### config.mk
export PLATFORM = sky130hd
export DESIGN_NAME = bgtr_front
export DESIGN_NICKNAME = d
export VERILOG_FILES = /design/src/hw/rtl/bgtr_pkg.sv /design/src/hw/rtl/bgtr_front.sv
export SDC_FILE = /design/constraint.sdc
export NUM_CORES = 1
export LEC_CHECK = 0
export ABC_CLOCK_PERIOD_IN_PS = 16500
export BUFFER_PORTS_ARGS = -buffer_cell sky130_fd_sc_hd__buf_2
export CAP_MARGIN = 20
export CELL_PAD_IN_SITES_DETAIL_PLACEMENT = 0
export CELL_PAD_IN_SITES_GLOBAL_PLACEMENT = 1
export CORE_ASPECT_RATIO = 0.6
export CORE_UTILIZATION = 37
export DETAILED_ROUTE_END_ITERATION = 10
export MAX_ROUTING_LAYER = met4
export PLACE_DENSITY = 0.95
export SLEW_MARGIN = 20
export SYNTH_ARGS = -nofsm -noshare
export SYNTH_HDL_FRONTEND = slang
export SYNTH_SLANG_ARGS = --single-unit
export TNS_END_PERCENT = 30
### constraint.sdc
create_clock -name aclk -period 16.5 [get_ports aclk]
set_input_delay 1.65 -clock aclk [delete_from_list [all_inputs] [get_ports aclk]]
set_output_delay 1.65 -clock aclk [all_outputs]
set_load 0.02 [all_outputs]
### src/hw/rtl/bgtr_pkg.sv
// ----------------------------------------------------------------------------
// bgtr_pkg
// Types and constants shared by the glyph renderer front, queue and back end.
// ----------------------------------------------------------------------------
package bgtr_pkg;

    localparam int CFG_IDX_W  = 2;
    localparam int CFG_DATA_W = 9;
    localparam int COLS_W     = 9;
    localparam int ROWS_W     = 9;
    localparam int HEIGHT_W   = 6;
    localparam int CODE_W     = 8;
    localparam int OFFS_W     = 6;
    localparam int BYTE_W     = 8;
    localparam int COLOR_W    = 32;
    localparam int PX_W       = 12;
    localparam int PY_W       = 13;
    localparam int BITS_W     = 10;
    localparam int ROWADDR_W  = 14;  // glyph row address, covers 256 glyphs of up to 64 rows
    localparam int ROWIDX_W   = 6;   // glyph row index within a character
    localparam int CMP_W      = 11;  // common width for cursor and limit compares

    localparam int QUEUE_DEPTH = 4;
    localparam int QPTR_W      = 2;
    localparam int QCNT_W      = 3;

    localparam logic [CFG_IDX_W-1:0] REG_NUM_COLS     = 2'd0;
    localparam logic [CFG_IDX_W-1:0] REG_NUM_ROWS     = 2'd1;
    localparam logic [CFG_IDX_W-1:0] REG_GLYPH_HEIGHT = 2'd2;

    localparam logic KIND_FONT  = 1'b0;
    localparam logic KIND_PRINT = 1'b1;

    localparam logic [CODE_W-1:0] NEWLINE_CODE = 8'd10;

    // One unit of work for the back end: a font byte write or a glyph to draw.
    typedef struct packed {
        logic                 is_print;
        logic [ROWADDR_W-1:0] row_addr;
        logic                 bank;
        logic [BYTE_W-1:0]    font_byte;
        logic [ROWIDX_W-1:0]  last_row;
        logic [PX_W-1:0]      pixel_x;
        logic [PY_W-1:0]      pixel_y0;
        logic                 off_screen;
        logic [COLOR_W-1:0]   fg_color;
        logic [COLOR_W-1:0]   bg_color;
    } bgtr_entry_t;

    // Handshake between queue and back end.
    typedef struct packed {
        logic        valid;
        bgtr_entry_t entry;
    } bgtr_head_t;

endpackage

### src/hw/rtl/bgtr_front.sv
// ----------------------------------------------------------------------------
// bgtr_front
// Accepts items, holds configuration and the text cursor, and turns each
// item into a back-end work entry. Newlines and out-of-range font writes
// only touch the cursor or are dropped.
// ----------------------------------------------------------------------------
module bgtr_front #(
    parameter int MAX_COLS         = 256,
    parameter int MAX_ROWS         = 256,
    parameter int MAX_GLYPH_HEIGHT = 32,
    parameter int GLYPH_WIDTH      = 10
) (
    input  logic                              aclk,
    input  logic                              aresetn,
    input  logic                              cfg_we,
    input  logic [bgtr_pkg::CFG_IDX_W-1:0]    cfg_index,
    input  logic [bgtr_pkg::CFG_DATA_W-1:0]   cfg_data,
    input  logic                              s_valid,
    output logic                              s_ready,
    input  logic                              s_kind,
    input  logic [bgtr_pkg::CODE_W-1:0]       s_char_code,
    input  logic [bgtr_pkg::OFFS_W-1:0]       s_font_offset,
    input  logic [bgtr_pkg::BYTE_W-1:0]       s_font_byte,
    input  logic [bgtr_pkg::COLOR_W-1:0]      s_fg_color,
    input  logic [bgtr_pkg::COLOR_W-1:0]      s_bg_color,
    output logic                              push_valid,
    output bgtr_pkg::bgtr_entry_t             push_entry,
    input  logic                              push_ready
);
    import bgtr_pkg::*;

    localparam int COL_W = $clog2(MAX_COLS + 1);
    localparam int ROW_W = (MAX_ROWS > 1) ? $clog2(MAX_ROWS) : 1;
    localparam logic [CMP_W-1:0] COLS_HI   = CMP_W'(MAX_COLS);
    localparam logic [CMP_W-1:0] ROWS_HI   = CMP_W'(MAX_ROWS);
    localparam logic [CMP_W-1:0] HEIGHT_HI = CMP_W'(MAX_GLYPH_HEIGHT);
    localparam logic [CMP_W-1:0] GLYPH_BYTES = CMP_W'(2 * MAX_GLYPH_HEIGHT);
    localparam logic [ROW_W-1:0] ROW_LAST  = ROW_W'(MAX_ROWS - 1);

    function automatic logic [CMP_W-1:0] clamp_limit(input logic [CMP_W-1:0] v,
                                                     input logic [CMP_W-1:0] hi);
        logic [CMP_W-1:0] r;
        if (v == '0) begin
            r = CMP_W'(1);
        end else if (v > hi) begin
            r = hi;
        end else begin
            r = v;
        end
        return r;
    endfunction

    logic [COLS_W-1:0]   num_cols_reg;
    logic [ROWS_W-1:0]   num_rows_reg;
    logic [HEIGHT_W-1:0] glyph_height_reg;
    logic [COL_W-1:0]    col_reg, col_next;
    logic [ROW_W-1:0]    row_reg, row_next;

    logic [CMP_W-1:0] cols_eff, rows_eff, height_eff;
    logic             accept, is_newline, wrap, font_ok;
    logic [ROW_W-1:0] row_inc, row_eff;
    logic [COL_W-1:0] col_eff;

    always_ff @(posedge aclk) begin
        if (!aresetn) begin
            num_cols_reg     <= COLS_W'(80);
            num_rows_reg     <= ROWS_W'(25);
            glyph_height_reg <= HEIGHT_W'(20);
        end else if (cfg_we) begin
            unique case (cfg_index)
                REG_NUM_COLS:     num_cols_reg     <= cfg_data[COLS_W-1:0];
                REG_NUM_ROWS:     num_rows_reg     <= cfg_data[ROWS_W-1:0];
                REG_GLYPH_HEIGHT: glyph_height_reg <= cfg_data[HEIGHT_W-1:0];
                default: ;
            endcase
        end
    end

    assign cols_eff   = clamp_limit(CMP_W'(num_cols_reg), COLS_HI);
    assign rows_eff   = clamp_limit(CMP_W'(num_rows_reg), ROWS_HI);
    assign height_eff = clamp_limit(CMP_W'(glyph_height_reg), HEIGHT_HI);

    assign s_ready    = push_ready;
    assign accept     = s_valid && push_ready;
    assign is_newline = (s_char_code == NEWLINE_CODE);

    // Row saturates at the last row; the screen never scrolls.
    assign row_inc = (row_reg == ROW_LAST) ? row_reg : row_reg + ROW_W'(1);
    assign wrap    = (CMP_W'(col_reg) >= cols_eff);
    assign row_eff = wrap ? row_inc : row_reg;
    assign col_eff = wrap ? '0 : col_reg;
    assign font_ok = (CMP_W'(s_font_offset) < GLYPH_BYTES);

    always_comb begin
        col_next = col_reg;
        row_next = row_reg;
        if (accept && s_kind == KIND_PRINT) begin
            if (is_newline) begin
                col_next = '0;
                row_next = row_inc;
            end else begin
                col_next = col_eff + COL_W'(1);
                row_next = row_eff;
            end
        end
    end

    always_ff @(posedge aclk) begin
        if (!aresetn) begin
            col_reg <= '0;
            row_reg <= '0;
        end else begin
            col_reg <= col_next;
            row_reg <= row_next;
        end
    end

    always_comb begin
        push_valid = 1'b0;
        if (accept) begin
            push_valid = (s_kind == KIND_PRINT) ? !is_newline : font_ok;
        end
        push_entry.is_print   = (s_kind == KIND_PRINT);
        push_entry.bank       = s_font_offset[0];
        push_entry.font_byte  = s_font_byte;
        if (s_kind == KIND_PRINT) begin
            push_entry.row_addr = ROWADDR_W'(s_char_code) * ROWADDR_W'(MAX_GLYPH_HEIGHT);
        end else begin
            push_entry.row_addr = ROWADDR_W'(s_char_code) * ROWADDR_W'(MAX_GLYPH_HEIGHT)
                                + ROWADDR_W'(s_font_offset[OFFS_W-1:1]);
        end
        push_entry.last_row   = ROWIDX_W'(height_eff - CMP_W'(1));
        push_entry.pixel_x    = PX_W'(col_eff) * PX_W'(GLYPH_WIDTH);
        push_entry.pixel_y0   = PY_W'(row_eff) * PY_W'(height_eff);
        push_entry.off_screen = (CMP_W'(row_eff) >= rows_eff);
        push_entry.fg_color   = s_fg_color;
        push_entry.bg_color   = s_bg_color;
    end

endmodule

# [Word level (Yosys, flattened, before mapping)]
# Cells that the tools add are included.
[totals] regBits=41 inputBits=103 word_cells=44
[op_classes] addsub=4 mul=2 magnitude_cmp=5 n_eq_ne=4 muxes=14 reduce_logical=10
[op_table] operator="9-bit two-way mux" n=6
[op_table] operator="8-bit two-way mux" n=3
[op_table] operator="9-bit > comparator, second input constant" n=2
[op_table] operator="9-bit zero test" n=2
[op_table] operator="13-bit by 5-bit adder with 14-bit output" n=1
[op_table] operator="14-bit two-way mux" n=1
[op_table] operator="8-bit by 11-bit multiplier with 13-bit output" n=1
[op_table] operator="6-bit two-way mux" n=2
[op_table] operator="8-bit by 11-bit >= comparator with 1-bit output" n=1
[op_table] operator="9-bit by 11-bit >= comparator with 1-bit output" n=1
[op_table] operator="9-bit by 3-bit multiplier with 11-bit output, second input constant" n=1
[op_table] operator="9-bit by 1-bit adder with 9-bit output, second input constant" n=1
[op_table] operator="8-bit by 1-bit adder with 8-bit output, second input constant" n=1
[op_table] operator="8-bit by 4-bit equality test with 1-bit output, second input constant" n=1
[op_table] operator="8-bit equality test, second input constant" n=1
[op_table] operator="6-bit > comparator, second input constant" n=1
[op_table] operator="6-bit zero test" n=1
[op_table] operator="2-bit AND reduction" n=3
[op_table] operator="6-bit by 1-bit subtractor with 6-bit output, second input constant" n=1
[op_table] operator="2-bit by 1-bit equality test with 1-bit output, second input constant" n=1
[op_table] operator="2-bit equality test, second input constant" n=1
[op_table] operator="1-bit logical AND" n=2
[op_table] operator="2-bit zero test" n=1
[op_table] operator="1-bit two-way mux" n=2
[op_table] operator="1-bit zero test" n=1

# [Logic depth before layout (Yosys ltp)]
[depth] depth_word=7 depth_mapped=25 depth_no_buf=24

# [Worst setup path after synthesis]
# Ideal clock, no wire load.
[synth_path] path_type="reg2out" start="register num_cols_reg[8]" end="output port push_entry[77] (netlist bit)" arrival_ns=5.475 t_required_ns=14.850 setup_slack_ns=9.375 path_stages_with_launch=22 n_path_buf=1 cell_sequence="dfxtp_1 -> clkinv_1 -> ha_1 -> nand2_1 -> or3_1 -> buf_2 -> a21oi_2 -> mux2i_1 -> inv_2 -> and2_1 -> fa_1 -> fa_1 -> inv_1 -> fa_1 -> inv_1 -> ha_1 -> o21ai_0 -> nor2_1 -> nor4_2 -> nor3_1 -> a2111oi_2 -> xnor3_1"
[synth_lines] item="start: declaration" line_no="bgtr_front.sv:53" source="logic [COLS_W-1:0] num_cols_reg;"
[synth_lines] item="start signal: assignment" line_no="bgtr_front.sv:71" source="REG_NUM_COLS: num_cols_reg <= cfg_data[COLS_W-1:0];"
[synth_lines] item="end: declaration" line_no="bgtr_front.sv:27" source="output bgtr_pkg::bgtr_entry_t push_entry,"

==> metrics.yaml <==
outcome:
  status: "complete, but fails checks"
  violations: "design-rule violations"
detailed_routing:
  wirelength_um: 11500
  postRouteAntennaNets: 0
  met3_length_um: 1260
  post_drt_wl_per_cell_um: 15.0
  vias: 3893
  drc: 4
  drt-met1-wl_um: 6170
  firstDrtPassIters: 10
  top_layer_used: "met4"
  drt_iter0_markers: 203
  viasPerCell: 5.08
  wl_met2_um: 4050
sta:
  tightestPinTransition_ns: 0.967
  fin_skew_ns: 0.00686
  fin_crit_ns: 8.45
  finalSetupViolCount: 0
  min_period_over_period_pct: 51.2
  hold_viol: 0
  rsz0062_at_grt: "false"
  timing.slew.headroom_pct: 35.5
  slew_violations: 0
  setup_tns_ns: 0
  fmaxAchievable_mhz: 118
synth:
  avgSynthCellArea_um2: 8.19
  synthFlopType: "dfxtp_1"
  yosysSeqAreaShare_pct: 16.3
  ys_seq_elements: 41
  yosysWarnings: 0
  async_flop_share_pct: 0
  syn_area_um2: 5050
  ys_types: 61
  synth_edf_count: 0
  synth_cells: 616
floorplanning:
  die_x_um: 153
  rows: 32
  fp.dieArea_um2: 14100
  io_pins: 225
  coreArea_um2: 13100
  start_util_pct: 38.7
  die_h_um: 92.5
final_layout:
  finalNonFillerCells: 767
  final_nets: 779
  area_growth_pct: 0.446
  final_common_cell: "buf_2"
  antennaDiodeCount: 0
  most-common-layout-cells: "75 x buf_2, 63 x nor2_1, 55 x ha_1"
  drive_gt1_share_pct: 17.1
grt:
  antenna_found_initial: 0
  grt_max_degree: 31
  grt_pass1_wl_um: 19800
  gr-total-overflow: 0
  grt_use_total_pct: 18.0
  grt_pass1_vias: 3763
clock_network:
  clk_pin_slew_worst_paths_ns: 0.06
  cts_tree: "yes"
  clockBufferDepth: 2
  clock_latency_ns: 0.29
  cts_max_level: 2
  hold_buffers: 0
  cts_setup_buffers: 0
  cts.sinks: 41
  cts_resized: 0
  cts_root_buf: "clkbuf_16"
  cts_buffers: 5
hold_path:
  hold_depth: 2
  min-delay-start: "col_reg[0]"
  hold_class: "flop to flop"
placement:
  hpwl_um: 9430
  numPortBuffers: 75
  dp.cells: 759
  gp_congestion: 0.852
worst_setup_path:
  r2r_slack_ns: 12.59
  r2r_start: "num_cols_reg[4]"
  crit_type: "flop to primary output"
  cp-start-kind: "flop"
  cp_max_fo: 21
  worstSetupStartpoint: "num_cols_reg[4]"
  worstSetupEndpointType: "primary output"
  r2r-end: "col_reg[8]"
  endpoint: "push_entry[77]"
  crit_required_ns: 14.85
  reg2regPathDepth: 15
  cp_data_arrival_time_ns: 6.80
job:
  maxCapViolations: 0
power:
  p_per_area_nw_per_um2: 47.1
  power.leakage_uw: 0.00254
  ir_drop_mv: 0.0342
  power_uw: 239
==> cell usage after synthesis, types with 2 or more instances <==
cell type / n / share of area (%)
buf_4: 87 / 13
nor2_1: 63 / 4.7
ha_1: 55 / 14
nand2_1: 52 / 3.9
inv_1: 45 / 3.3
dfxtp_1: 41 / 16
mux2i_1: 30 / 5.9
a21oi_1: 25 / 2.5
fa_1: 25 / 9.9
xnor2_1: 18 / 3.1
nand2b_1: 16 / 2.0
clkbuf_1: 14 / 1.0
nor2b_1: 14 / 1.7
and3_1: 10 / 1.2
nand3_1: 10 / 0.99
a21o_1: 8 / 1.2
a31oi_1: 6 / 0.74
and2_1: 6 / 0.74
nand4_1: 6 / 0.74
nor3_1: 6 / 0.59
or4_1: 6 / 0.89
a211oi_1: 5 / 0.74
nor4_1: 5 / 0.62
o21ai_0: 5 / 0.50
or3_1: 5 / 0.62
o21a_1: 4 / 0.59
inv_2: 3 / 0.22
or2_2: 3 / 0.37
xnor2_2: 3 / 0.97
xor2_1: 3 / 0.52
a311oi_1: 2 / 0.35
a41o_1: 2 / 0.40
clkinv_1: 2 / 0.15
nand3b_1: 2 / 0.30
o21bai_1: 2 / 0.30
or2_1: 2 / 0.25
==> final cells by class <==
| cell class | instances | area, um2 |
|---|---|---|
| inverter | 50 | 188 |
| clock inverter | 3 | 25.0 |
| clock buffer | 5 | 125 |
| tap | 170 | 213 |
| fill | 1353 | 7980 |
| timing repair buffer | 76 | 383 |
| multi-input combinational | 422 | 3320 |
| sequential | 41 | 821 |
==> critical path, stage by stage, from the launching register on <==
cell and delay (ns):
dfxtp_1 0.33, nor4_1 0.28, a21oi_1 0.10, nor2_1 0.10, ha_1 0.23, nor2b_1 0.10, o21ai_1 0.10, a41oi_2 0.82
and2_1 0.50, or3_1 0.29, a21oi_1 0.13, fa_1 0.53, fa_1 0.50, inv_1 0.06, fa_1 0.52, inv_1 0.04
ha_1 0.32, o21ai_0 0.09, nor2_1 0.10, nor4_2 0.25, nor3_1 0.14, a2111oi_2 0.34, xnor3_1 0.45, buf_2 0.17
==> cell families after synthesis <==
logic type / synth area share, %
fa+ha+maj: 23.5
xor+xnor: 5.06
flops: 16.3
mux: 5.95
buf+inv: 18.2
simple gates: 21.3
compound gates: 9.64
other cells: 0.0743
==> how the worst min path moves through the flow <==
stage                            endpoint  slack (ns)
after floorplan           num_rows_reg[0]        0.45
after global placement    num_rows_reg[0]        0.47
after detailed placement       row_reg[1]        0.49
after CTS                      col_reg[0]        0.50
after global routing           col_reg[0]        0.52
final                          col_reg[0]        0.50
==> power breakdown <==
part | internal, uW | leakage (uW) | switching, uW
Clock | 56.9 | 0.0000704 | 43.9
Sequential | 101 | 0.000332 | 2.48
Combinational | 12.7 | 0.00213 | 21.7
Total | 171 | 0.00254 | 68.1
==> through the flow <==
step / hold WS [ns] / worst slack (ns) / util, % / instance area, um2
floorplan: 0.445 / 9.38 / - / 5050
global placement: 0.470 / 8.52 / 37.7 / 4920
detailed placement: 0.489 / 8.40 / 37.7 / 4920
CTS: 0.496 / 8.06 / 38.8 / 5070
global route: 0.517 / 7.64 / 38.8 / 5070
finish: 0.501 / 8.05 / 38.8 / 5070
==> layer usage <==
| metal | track usage, % | vias to the layer above |
|---|---|---|
| met5 | - | - |
| met4 | 2.69 | 0 |
| met3 | 6.55 | 7 |
| met2 | 21.8 | 170 |
| met1 | 27.5 | 1781 |
| li1 | - | 1935 |
Note: power is estimated with default switching activity, not from simulation.
