==> src/hw/rtl/bgtr_pkg.sv <==
// ----------------------------------------------------------------------------
// bgtr_pkg
// Types and constants shared by the glyph renderer front, queue and back end.
// ----------------------------------------------------------------------------
package bgtr_pkg;

    localparam int CFG_IDX_W  = 2;
    localparam int CFG_DATA_W = 9;
    localparam int COLS_W     = 9;
    localparam int ROWS_W     = 9;
    localparam int HEIGHT_W   = 6;
    localparam int CODE_W     = 8;
    localparam int OFFS_W     = 6;
    localparam int BYTE_W     = 8;
    localparam int COLOR_W    = 32;
    localparam int PX_W       = 12;
    localparam int PY_W       = 13;
    localparam int BITS_W     = 10;
    localparam int ROWADDR_W  = 14;  // glyph row address, covers 256 glyphs of up to 64 rows
    localparam int ROWIDX_W   = 6;   // glyph row index within a character
    localparam int CMP_W      = 11;  // common width for cursor and limit compares

    localparam int QUEUE_DEPTH = 4;
    localparam int QPTR_W      = 2;
    localparam int QCNT_W      = 3;

    localparam logic [CFG_IDX_W-1:0] REG_NUM_COLS     = 2'd0;
    localparam logic [CFG_IDX_W-1:0] REG_NUM_ROWS     = 2'd1;
    localparam logic [CFG_IDX_W-1:0] REG_GLYPH_HEIGHT = 2'd2;

    localparam logic KIND_FONT  = 1'b0;
    localparam logic KIND_PRINT = 1'b1;

    localparam logic [CODE_W-1:0] NEWLINE_CODE = 8'd10;

    // One unit of work for the back end: a font byte write or a glyph to draw.
    typedef struct packed {
        logic                 is_print;
        logic [ROWADDR_W-1:0] row_addr;
        logic                 bank;
        logic [BYTE_W-1:0]    font_byte;
        logic [ROWIDX_W-1:0]  last_row;
        logic [PX_W-1:0]      pixel_x;
        logic [PY_W-1:0]      pixel_y0;
        logic                 off_screen;
        logic [COLOR_W-1:0]   fg_color;
        logic [COLOR_W-1:0]   bg_color;
    } bgtr_entry_t;

    // Handshake between queue and back end.
    typedef struct packed {
        logic        valid;
        bgtr_entry_t entry;
    } bgtr_head_t;

endpackage

==> src/hw/rtl/bgtr_queue.sv <==
// ----------------------------------------------------------------------------
// bgtr_queue
// Short register queue of work entries between front and back end.
// ----------------------------------------------------------------------------
module bgtr_queue (
    input  logic                  aclk,
    input  logic                  aresetn,
    input  logic                  push_valid,
    input  bgtr_pkg::bgtr_entry_t push_entry,
    output logic                  push_ready,
    output bgtr_pkg::bgtr_head_t  head,
    input  logic                  pop
);
    import bgtr_pkg::*;

    bgtr_entry_t        slot_reg [QUEUE_DEPTH];
    logic [QPTR_W-1:0]  rd_ptr_reg, rd_ptr_next;
    logic [QPTR_W-1:0]  wr_ptr_reg, wr_ptr_next;
    logic [QCNT_W-1:0]  count_reg, count_next;
    logic               do_push, do_pop;

    assign push_ready = (count_reg != QCNT_W'(QUEUE_DEPTH));
    assign do_push    = push_valid && push_ready;
    assign do_pop     = pop && (count_reg != '0);

    assign head.valid = (count_reg != '0);
    assign head.entry = slot_reg[rd_ptr_reg];

    always_comb begin
        rd_ptr_next = do_pop  ? rd_ptr_reg + QPTR_W'(1) : rd_ptr_reg;
        wr_ptr_next = do_push ? wr_ptr_reg + QPTR_W'(1) : wr_ptr_reg;
        count_next  = count_reg + QCNT_W'(do_push) - QCNT_W'(do_pop);
    end

    always_ff @(posedge aclk) begin
        if (!aresetn) begin
            rd_ptr_reg <= '0;
            wr_ptr_reg <= '0;
            count_reg  <= '0;
        end else begin
            rd_ptr_reg <= rd_ptr_next;
            wr_ptr_reg <= wr_ptr_next;
            count_reg  <= count_next;
        end
    end

    always_ff @(posedge aclk) begin
        if (do_push) begin
            slot_reg[wr_ptr_reg] <= push_entry;
        end
    end

endmodule

==> config.mk <==
export PLATFORM = sky130hd
export DESIGN_NAME = bgtr_queue
export DESIGN_NICKNAME = d
export VERILOG_FILES = /design/src/hw/rtl/bgtr_pkg.sv /design/src/hw/rtl/bgtr_queue.sv
export SDC_FILE = /design/constraint.sdc
export NUM_CORES = 1
export LEC_CHECK = 0
export BUFFER_PORTS_ARGS = -buffer_cell sky130_fd_sc_hd__buf_2
export CAP_MARGIN = 20
export CORE_ASPECT_RATIO = 1.75
export CORE_UTILIZATION = 55
export CTS_CLUSTER_DIAMETER = 200
export DETAILED_ROUTE_END_ITERATION = 8
export GPL_ROUTABILITY_DRIVEN = 0
export GPL_TIMING_DRIVEN = 0
export PLACE_DENSITY = 0.87
export SKIP_CTS_REPAIR_TIMING = 1
export SLEW_MARGIN = 20
export SYNTH_ARGS = -nofsm -noshare
export SYNTH_HDL_FRONTEND = slang
export SYNTH_SLANG_ARGS = --single-unit
==> constraint.sdc <==
create_clock -name aclk -period 7.4 [get_ports aclk]
set_clock_uncertainty 0.2 [all_clocks]
set_input_delay 1.11 -clock aclk [delete_from_list [all_inputs] [get_ports aclk]]
set_output_delay 1.11 -clock aclk [all_outputs]
set_load 0.05 [all_outputs]
# Word-level counts from Yosys, hierarchy flattened
# Memory sizes are Yosys's and may differ from the RTL's. A register that Yosys moved wholly into a read port is not among the register bits.
# Cells that the tools add are included.
# totals
out_inout_bits,122
wordCells,16
register_bits,7
n_memories,1
mem_bits_ro,0
latch_bits,0
ramBits,480
# memory_table
name,depth,word_bits,rd,rd_clocked_by_memory_dff,wr,line_no,source
slot_reg,4,120,1,1,1,bgtr_queue.sv:16,bgtr_entry_t slot_reg [QUEUE_DEPTH];
# op_classes
n_reduce_logical,3
n_div,0
mux,4
eq_ne,1
bitwise,0
multipliers,0
n_addsub,4
shift,0
n_lt_le_gt_ge,0
# op_table
op,count
$add 2x1->2 const B,2
$mux 2,2
$add 3x1->3,1
$ne 3x3->1 const B,1
$reduce_bool 3->1,1
$sub 3x1->3,1
$logic_and 1x1->1,2
$mux 1,2

# Depth between registers and ports, before layout
# Gate-level depths: netlist of run 1.
# logic_depth
ltp_word,4
depth_mapped,11
depth_no_buf,11

# Worst setup path after synthesis of run 1
# No wires, ideal clock.
# synth_timing
path_type,input port to flip-flop
from,in push_valid
to,"mem slot_reg[0][0] (netlist bit), enable pin"
required_time_ns,6.707
cell_stages,2
slack_ns,2.402
path_buffers,0
arrival_time_ns,4.305
cell_sequence,a21boi_1 and2_1
# synth_via
elab_chain_len,3
# synth_rtl
item,line_no,source
start: declaration,bgtr_queue.sv:8,"input logic push_valid,"
$logic_and 1x1->1,bgtr_queue.sv:23,assign do_push = push_valid && push_ready;
$mux 1,bgtr_queue.sv:48,if (do_push) begin
$mux 1 (implied by the code),bgtr_queue.sv:49,slot_reg[wr_ptr_reg] <= push_entry;
end: declaration,bgtr_queue.sv:16,
# Every way passes these cells.

==> metrics, run 1 <==
mux cell area share after synthesis=15.3%; sequential group share of total power=42.6%; worst skew pair latency=530 ps; crit path time final=3910 ps; final worst slack=3490 ps; Layout area overhead=18.3%; layout cells sized above 1=46.2%; largest cells by area after synthesis=edfxtp_1, mux4_2, dfxtp_1; Buffers on Ports=244; CTS tree=yes; register area=14600 um2; Routed Antenna Nets=0; largest net degree at the start of global routing=47; WL per Instance=23.9 um; VDD IR max=0.265 mV; logic gate share of total power=31.3%; CP required=6090 ps; GR Overflow Total=0; Post-synth top cells=edfxtp_1, mux4_2, buf_2; largest family of logic cells by synthesized area=multiplexers; Slew Viols, Final=0; I/O pin count=246; most common cell in the synthesized netlist=edfxtp_1; simple logic cell fraction of the synthesized area=0.514%; endpoints failing setup=0; Max-cap violations=0; setup tns final=0 ps; FF+latch count, synth=489; vias per cell=5.71; half-perimeter wire length after placement=21.3 mm; DP Worst Slack=3860 ps; DRT Wirelength=33.5 mm; Clk pin slew, worst setup/hold paths=60 ps; Initial Util=56.2%; Net Switching=2.72 mW; Total Nets Final=1100; XOR/XNOR Fraction of Synth Area=0.197%; vias post-DR=8007; Std-Cell Rows=86; Post-synth ARST share=0%; 1st-pass router iterations=5; fillers=2012; H-tree levels=2; CP startpoint kind=register; Clk pwr share=26.1%; Post-synth EDFFs=480; final hold violation count=0; cell taking the most area after synthesis=edfxtp_1; RSZ-0062 raised after global routing=false; share of the synthesized area in the top cell type=81.1%; Die H=240 um; relative slew slack=44.3%; post-synthesis sequential area ratio=82.1%; area of the multi-input gates=2980 um2; initial antenna violation count=10; Total GRT Usage=20.6%; CTS buffer count=41; critical path class=register to output pin; die area=33100 um2; Max Fclk=256 MHz; Avg Inst Size Synth=26.4 um2; complex-gate fraction of the synthesized area=0.141%; run status=complete, no violations; Syn Std Cell Area=17800 um2; Largest register FFs=480; internal power=5.32 mW; core area=31600 um2; TritonCTS sink count=489; clk root buf=clkbuf_16; Power Dens Cells=382 nW/um2; crit path max fanout=10; syn nets=805; dominant synthesized flop cell=edfxtp_1; die width=138 um; DRT iter0 DRCs=435; vias in the first global route=8489; P_leak=7.07 nW; worst min path class=register to register; Crit. End Element=output pin; Syn. warnings=0; Post-Syn Instances=674; final worst path period share=52.9%; Synth cell types=20; Clock Path Buffers=3; DR DRC count=0; Net Sw Frac=33.8%; worst slew pin tran=836 ps; first-pass GRT wire length=48.8 mm; adder-cell share of the synthesized area=0.535%; CP Data Arrival Time=2600 ps
worst paths after layout:
kind	depth (start not counted)	to	slack [ps]	startpoint
setup / recovery	4	head[72]	3490	register
hold / removal	2	wr_ptr_reg[1]$_SDFFE_PN0P_	320	wr_ptr_reg[1]$_SDFFE_PN0P_
setup reg to reg	11	count_reg[2]$_SDFF_PN0_	4480	count_reg[1]$_SDFF_PN0_
hold reg to reg	2	wr_ptr_reg[1]$_SDFFE_PN0P_	320	wr_ptr_reg[1]$_SDFFE_PN0P_
layout by cell type (no fill, tap or decap), drive strengths merged:
master / synthesis / layout
inv: 5 / 6
dfxtp: 9 / 9
xnor2: 4 / 4
nor2: 1 / 1
bufinv: 0 / 5
diode: 0 / 9
clkbuf: 4 / 49
and2: 7 / 7
fa: 1 / 1
or3: 1 / 1
nand2: 5 / 5
edfxtp: 480 / 480
clkinvlp: 0 / 1
o31a: 1 / 1
mux4: 120 / 120
o311ai: 1 / 1
clkinv: 0 / 20
nor2b: 3 / 3
ha: 6 / 6
buf: 23 / 275
a21boi: 1 / 1
mux2i: 2 / 2
worst max-delay path, stage by stage, from the launching register on:
cell,delay (ps)
dfxtp_1,360
clkbuf_1,650
buf_2,410
mux4_2,410
buf_2,240
kinds of logic (layout without fill, tap and decap cells):
kind of cell    after synthesis  in the layout
fa+ha+maj                     7              7
simple gates                 17             17
flops                       489            489
buf+inv                      32            356
other cells                   0              9
compound gates                3              3
xor+xnor                      4              4
mux                         122            122
layer usage:
| layer | track usage (%) | up-vias | routed length [um] |
|---|---|---|---|
| met3 | 3.94 | 65 | 1980 |
| li1 | - | 3499 | - |
| met5 | 0 | - | 17 |
| met1 | 23.6 | 4161 | 11600 |
| met2 | 36.3 | 280 | 18700 |
| met4 | 10.1 | 2 | 1200 |
final cells by class:
class	instances	share of cell area [%]
plain buffers	27	0.928
clock inverters	27	1.27
flip-flops and latches	489	69.4
multi-input cells	153	14.2
well taps	396	2.36
diodes	9	0.107
clock buffers	45	4.95
repair buffers	252	6.78
inverters	5	0.0892
power groups by stage:
stage                     sequential [mW]  clock, mW  combinational [mW]
after floorplan                      3.49          0                1.94
after global placement               3.52          0                2.48
after detailed placement             3.48          0                2.54
after CTS                            3.43       2.14                2.56
after global routing                 3.45       2.24                2.65
final                                3.43       2.10                2.52
stage by stage:
| step | util, % | std cells | instance area (um2) | power [mW] | hold slack [ps] |
|---|---|---|---|---|---|
| 2_1_floorplan | - | 674 | 17800 | 5.43 | 268 |
| 3_3_place_gp | 61.6 | 1314 | 19500 | 6.00 | 276 |
| 3_5_place_dp | 62.3 | 1322 | 19700 | 6.03 | 310 |
| 4_1_cts | 66.4 | 1394 | 21000 | 8.12 | 319 |
| 5_1_grt | 66.5 | 1403 | 21000 | 8.33 | 339 |
| 6_report | 66.5 | 1403 | 21000 | 8.04 | 319 |
Note: power is estimated with default switching activity, not from simulation.
==> inputs of run 2 (changes only) <==
ABC_AREA = 1   (was default)
CORE_UTILIZATION = 52   (was 55)
PLACE_DENSITY = 0.86   (was 0.87)
clock period = 3.56 ns   (was 7.4 ns; I/O delays follow)
==> run 2 against run 1 <==
Via count up 46%. Register-to-register slack worse by 3700 ps. Clock power up 100%. Setup slack worse by 3300 ps. Critical path depth up 2. Sequential cell count unchanged. First-iteration DRC count rose to 2.6 times the previous value. Sequential power up 110%. Combinational power up 130%. Die area up 8.5%. Worst hold slack worse by 310 ps.
==> metrics, run 2 <==
run status=complete, no violations; Avg Inst Size Synth=14.9 um2 (-44%); cell taking the most area after synthesis=edfxtp_1; critical path class=register to output pin; mux cell area share after synthesis=0% (-15 points); relative slew slack=51.6% (+7.3 points); VDD IR max=0.680 mV (+160%); worst min path class=primary input to register; final worst slack=144 ps (-3340 ps); RSZ-0062 raised after global routing=false; FF+latch count, synth=489 (unchanged); DR DRC count=0 (unchanged); clk root buf=clkbuf_16; setup tns final=0 ps (unchanged); register area=14600 um2 (unchanged); Post-Syn Instances=1225 (+82%); CP startpoint kind=register; vias post-DR=11670 (+46%); core area=34600 um2 (+9.3%); Power Dens Cells=784 nW/um2 (+110%); complex-gate fraction of the synthesized area=10.9% (+11 points); final hold violation count=0 (unchanged); area of the multi-input gates=3130 um2 (+5.0%); CTS tree=yes; Syn Std Cell Area=18200 um2 (+2.6%); Crit. End Element=output pin; CP required=2830 ps (-3260 ps); GR Overflow Total=0 (unchanged); crit path time final=3420 ps; Max Fclk=293 MHz; Total Nets Final=1685 (+53%); first-pass GRT wire length=64.1 mm (+31%); largest net degree at the start of global routing=24 (-49%); CTS buffer count=41 (unchanged); share of the synthesized area in the top cell type=79.0% (-2.1 points); worst slew pin tran=725 ps (-111 ps); I/O pin count=246 (unchanged); vias in the first global route=11942 (+41%); adder-cell share of the synthesized area=0.521% (-0.014 points); Total GRT Usage=24.1% (+3.5 points); simple logic cell fraction of the synthesized area=5.53% (+5.0 points); 1st-pass router iterations=5 (unchanged); WL per Instance=21.3 um (-10%); XOR/XNOR Fraction of Synth Area=0% (-0.20 points); layout cells sized above 1=24.0% (-22 points); Std-Cell Rows=90 (+4.7%); Synth cell types=21 (+5.0%); Max-cap violations=0 (unchanged); initial antenna violation count=11 (+1); Routed Antenna Nets=0 (unchanged); worst skew pair latency=530 ps (about the same); Layout area overhead=21.0%; Initial Util=52.8% (-3.4 points); DRT Wirelength=43.8 mm (+31%); H-tree levels=2 (unchanged); post-synthesis sequential area ratio=80.0% (-2.1 points); Syn. warnings=0 (unchanged); Buffers on Ports=245 (+0.41%); final worst path period share=95.9%; vias per cell=5.68 (-0.40%); crit path max fanout=10 (unchanged); Clock Path Buffers=3 (unchanged); largest family of logic cells by synthesized area=compound AO/OA/AOI/OAI gates; die area=35900 um2 (+8.5%); dominant synthesized flop cell=edfxtp_1; Largest register FFs=480 (unchanged); largest cells by area after synthesis=edfxtp_1, nor2_1, o21ai_0; Post-synth top cells=edfxtp_1, nor2_1, o21ai_0; Post-synth EDFFs=480 (unchanged); most common cell after layout, fill and taps aside=edfxtp_1; fillers=2348 (+17%); P_leak=7.77 nW (+9.9%); syn nets=1356 (+68%); Die H=250 um (+4.2%); endpoints failing setup=0 (unchanged); Clk pin slew, worst setup/hold paths=70 ps (about the same); TritonCTS sink count=489 (unchanged); CP Data Arrival Time=2680 ps (+80 ps); Slew Viols, Final=0 (unchanged); half-perimeter wire length after placement=28.2 mm (+32%); DP Worst Slack=658 ps (-3210 ps); DRT iter0 DRCs=1125 (+160%); most common cell in the synthesized netlist=edfxtp_1; Post-synth ARST share=0% (unchanged); most frequent cells in the layout=edfxtp_1, buf_2, nor2_1, o21ai_0, o22ai_1; die width=144 um (+4.1%)
run 2: kinds of logic (layout without fill, tap and decap cells):
group / Yosys count / after routing
AND/OR/NAND/NOR: 268 / 268
AO/OA/AOI/OAI: 367 / 367
flip-flops: 489 / 489
buffers and inverters: 94 / 451
other: 0 / 11
adder cells (fa/ha/maj): 7 / 7
run 2: layout make-up:
type,instances,area share (%)
Clock buffer,43,4.68
Timing Repair Buffer,286,8.80
Antenna cell,11,0.125
Sequential cell,489,66.1
Tap cell,460,2.61
Inverter,16,0.283
Clock inverter,28,0.997
Multi-Input combinational cell,642,14.2
Buffer,78,2.23
run 2: worst paths after layout:
path,startpoint,endpoint,slack [ps],depth (start not counted)
max reg2reg,count_reg[1]$_SDFF_PN0_,slot_reg[2][115]$_DFFE_PP_,790,7
max,register,head[60],140,6
min,push_entry[60],slot_reg[1][60]$_DFFE_PP_,10,1
min reg2reg,rd_ptr_reg[0]$_SDFFE_PN0P_,rd_ptr_reg[0]$_SDFFE_PN0P_,300,2
run 2: metal layers:
layer	global-route usage [%]	wire, um	vias to the layer above
met5	0	0	-
met1	25.2	14400	5706
li1	-	-	5297
met2	44.1	24600	557
met3	4.57	3010	110
met4	13.7	1810	0
run 2: worst max-delay path, cell delays in order, from the launching register on:
cell and delay (ps):
dfxtp_1 700, buf_6 290, buf_6 210, clkbuf_4 240, nor2_1 70, o22ai_1 280, buf_2 330
run 2: stage by stage:
step	hold slack (ps)	power [mW]	cell area, um2	util, %	std cells
floorplan	248	11.3	18300	-	1225
global placement	262	12.8	20100	58.1	1930
detailed placement	288	13.1	20600	59.6	1953
CTS	-14.2	17.3	21900	63.3	2024
global route	-1.22	17.9	22100	63.9	2052
finish	10.9	17.3	22100	63.9	2053
run 2: power by group:
part	total (mW)	switching, mW	internal (mW)
Clock	4.27	1.94	2.33
Combinational	5.88	4.49	1.39
Sequential	7.16	0.166	6.99
Total	17.3	6.60	10.7
==> inputs of run 3 (changes only) <==
PLACE_DENSITY = default   (was 0.86)
PLACE_DENSITY_LB_ADDON = 0.1   (was default)
SLEW_MARGIN = default   (was 20)
==> run 3 against run 2 <==
Routed wire length fell by 2.4%. Clock power rose by 0.9%. Final cell count is 2.3% higher. Critical path depth decreased by 1. Sequential power hardly changed. Sequential cell count is the same. Setup slack worse by 23 ps. Non-clock buffer count increased by 50. Fmax fell by 0.67%. Critical path type unchanged.
==> metrics, run 3 (synthesis results as in run 2) <==
Post-Layout Cell Count=2100 (+2.3%); run status=complete, no violations; DRT iter0 DRCs=758 (-33%); RSZ-0062 raised after global routing=false; TritonCTS sink count=489 (unchanged); P_leak=7.94 nW (+2.2%); DRT Wirelength=42.8 mm (-2.4%); worst min path class=primary input to register; die area=35900 um2 (unchanged); Die H=250 um (unchanged); DR DRC count=0 (unchanged); VDD IR max=0.595 mV (-12%); final worst slack=121 ps (-23.2 ps); layout cells sized above 1=22.5% (-1.4 points); final std cell area, no fill=22500 um2 (+1.9%); Util after Layout=65.1% (+1.2 points); CP cell instances=buf_6 > clkbuf_1 > nor2_1 > o22ai_1 > buf_2; worst slew pin tran=688 ps (-36.6 ps); Crit. End Element=output pin; Total Nets Final=1736 (+3.0%); core area=34600 um2 (unchanged); final worst path period share=96.6% (+0.65 points); Initial Util=52.8% (unchanged); vias post-DR=11412 (-2.2%); half-perimeter wire length after placement=27.2 mm (-3.6%); CTS tree=yes; R2R cell count=7 (unchanged); clk root buf=clkbuf_16; Max Fclk=291 MHz (-0.67%); Crit path max-delay family=buffers and inverters; CTS buffer count=42 (+2.4%); Pwr Total=17.3 mW (-0.11%); I/O pin count=246 (unchanged); 1st-pass router iterations=5 (unchanged); CP peak stage delay=670 ps (-30 ps); crit path time final=3440 ps (+23.2 ps); CP required=2830 ps (about the same); placed cells=1949 (-0.20%); critical path class=register to output pin; first-pass GRT wire length=63.1 mm (-1.6%); DP Worst Slack=669 ps (+10.8 ps); flop2flop setup slack=930 ps (+140 ps); most frequent cells in the layout=edfxtp_1, buf_2, nor2_1, o21ai_0, o22ai_1; RR Startpoint=count_reg[1]$_SDFF_PN0_; GR Overflow Total=0 (unchanged); die width=144 um (unchanged); most common cell after layout, fill and taps aside=edfxtp_1; Worst R2R End=slot_reg[3][87]$_DFFE_PP_; WL per Instance=20.4 um (-4.5%); Total GRT Usage=23.7% (-0.35 points); Buf/Inv on CP=3 (-1); H-tree levels=2 (unchanged); Slew Viols, Final=0 (unchanged); initial antenna violation count=3 (-8); Routed Antenna Nets=0 (unchanged); Clk pin slew, worst setup/hold paths=60 ps (about the same); vias per cell=5.43 (-4.4%); Crit path depth=5 (-1); Buffers on Ports=245 (unchanged); Max-cap violations=0 (unchanged); vias in the first global route=11403 (-4.5%); placed cell area=20500 um2 (-0.64%); CP startpoint kind=register; relative slew slack=54.0% (+2.4 points); Std-Cell Rows=90 (unchanged); Worst Setup EP=head[15]; worst skew pair latency=540 ps (about the same); Clock Path Buffers=3 (unchanged); crit path max fanout=10 (unchanged); Largest register FFs=480 (unchanged); endpoints failing setup=0 (unchanged); CP Data Arrival Time=2700 ps (+20 ps); Power Dens Cells=769 nW/um2 (-2.0%); final hold violation count=0 (unchanged); fillers=2584 (+10%); Layout area overhead=23.3%; largest net degree at the start of global routing=29 (+21%); slowest CP cell=dfxtp_1
[run 3: layout make-up]
| type | count | area, um2 | share of cell area, % |
|---|---|---|---|
| sequential | 489 | 14600 | 64.9 |
| multi-input combinational | 642 | 3130 | 13.9 |
| timing repair buffer | 336 | 2350 | 10.4 |
| clock buffer | 59 | 1180 | 5.24 |
| tap | 460 | 576 | 2.56 |
| buffer | 78 | 493 | 2.19 |
| clock inverter | 18 | 111 | 0.495 |
| inverter | 16 | 62.6 | 0.278 |
| antenna | 2 | 5.00 | 0.0222 |
[run 3: worst min-delay path by stage]
stage / from / endpoint / slack [ps] / depth (start not counted)
after floorplan: rd_ptr_reg[0]$_SDFFE_PN0P_ / register / 250 / 2
after global routing: push_entry[45] / slot_reg[3][45]$_DFFE_PP_ / 0.04 / 1
after CTS: push_entry[59] / slot_reg[1][59]$_DFFE_PP_ / -30 / 1
after global placement: rd_ptr_reg[0]$_SDFFE_PN0P_ / rd_ptr_reg[0]$_SDFFE_PN0P_ / 260 / 2
final: push_entry[93] / slot_reg[1][93]$_DFFE_PP_ / 9 / 1
after detailed placement: rd_ptr_reg[0]$_SDFFE_PN0P_ / register / 270 / 2
[run 3: metrics by stage]
stage | setup TNS, ps | hold slack, ps
floorplan | 0 | 248
global placement | -593810 | 261
detailed placement | 0 | 274
CTS | 0 | -32.7
global route | 0 | 0.0385
finish | 0 | 8.68
[run 3: power breakdown]
part | leakage [nW] | internal [mW] | switching [mW] | total, mW
sequential | 4.47 | 7.00 | 0.149 | 7.14
combinational | 2.85 | 1.39 | 4.45 | 5.85
clock | 0.619 | 2.39 | 1.92 | 4.31
total | 7.94 | 10.8 | 6.52 | 17.3
[run 3: per-layer routing]
metal	vias to the layer above	global-route usage [%]	part of all wire (%)
li1	5403	-	-
met1	5566	27.8	38
met2	363	41.7	53
met3	78	4.49	5.5
met4	2	10.5	3.2
met5	-	0	0.028
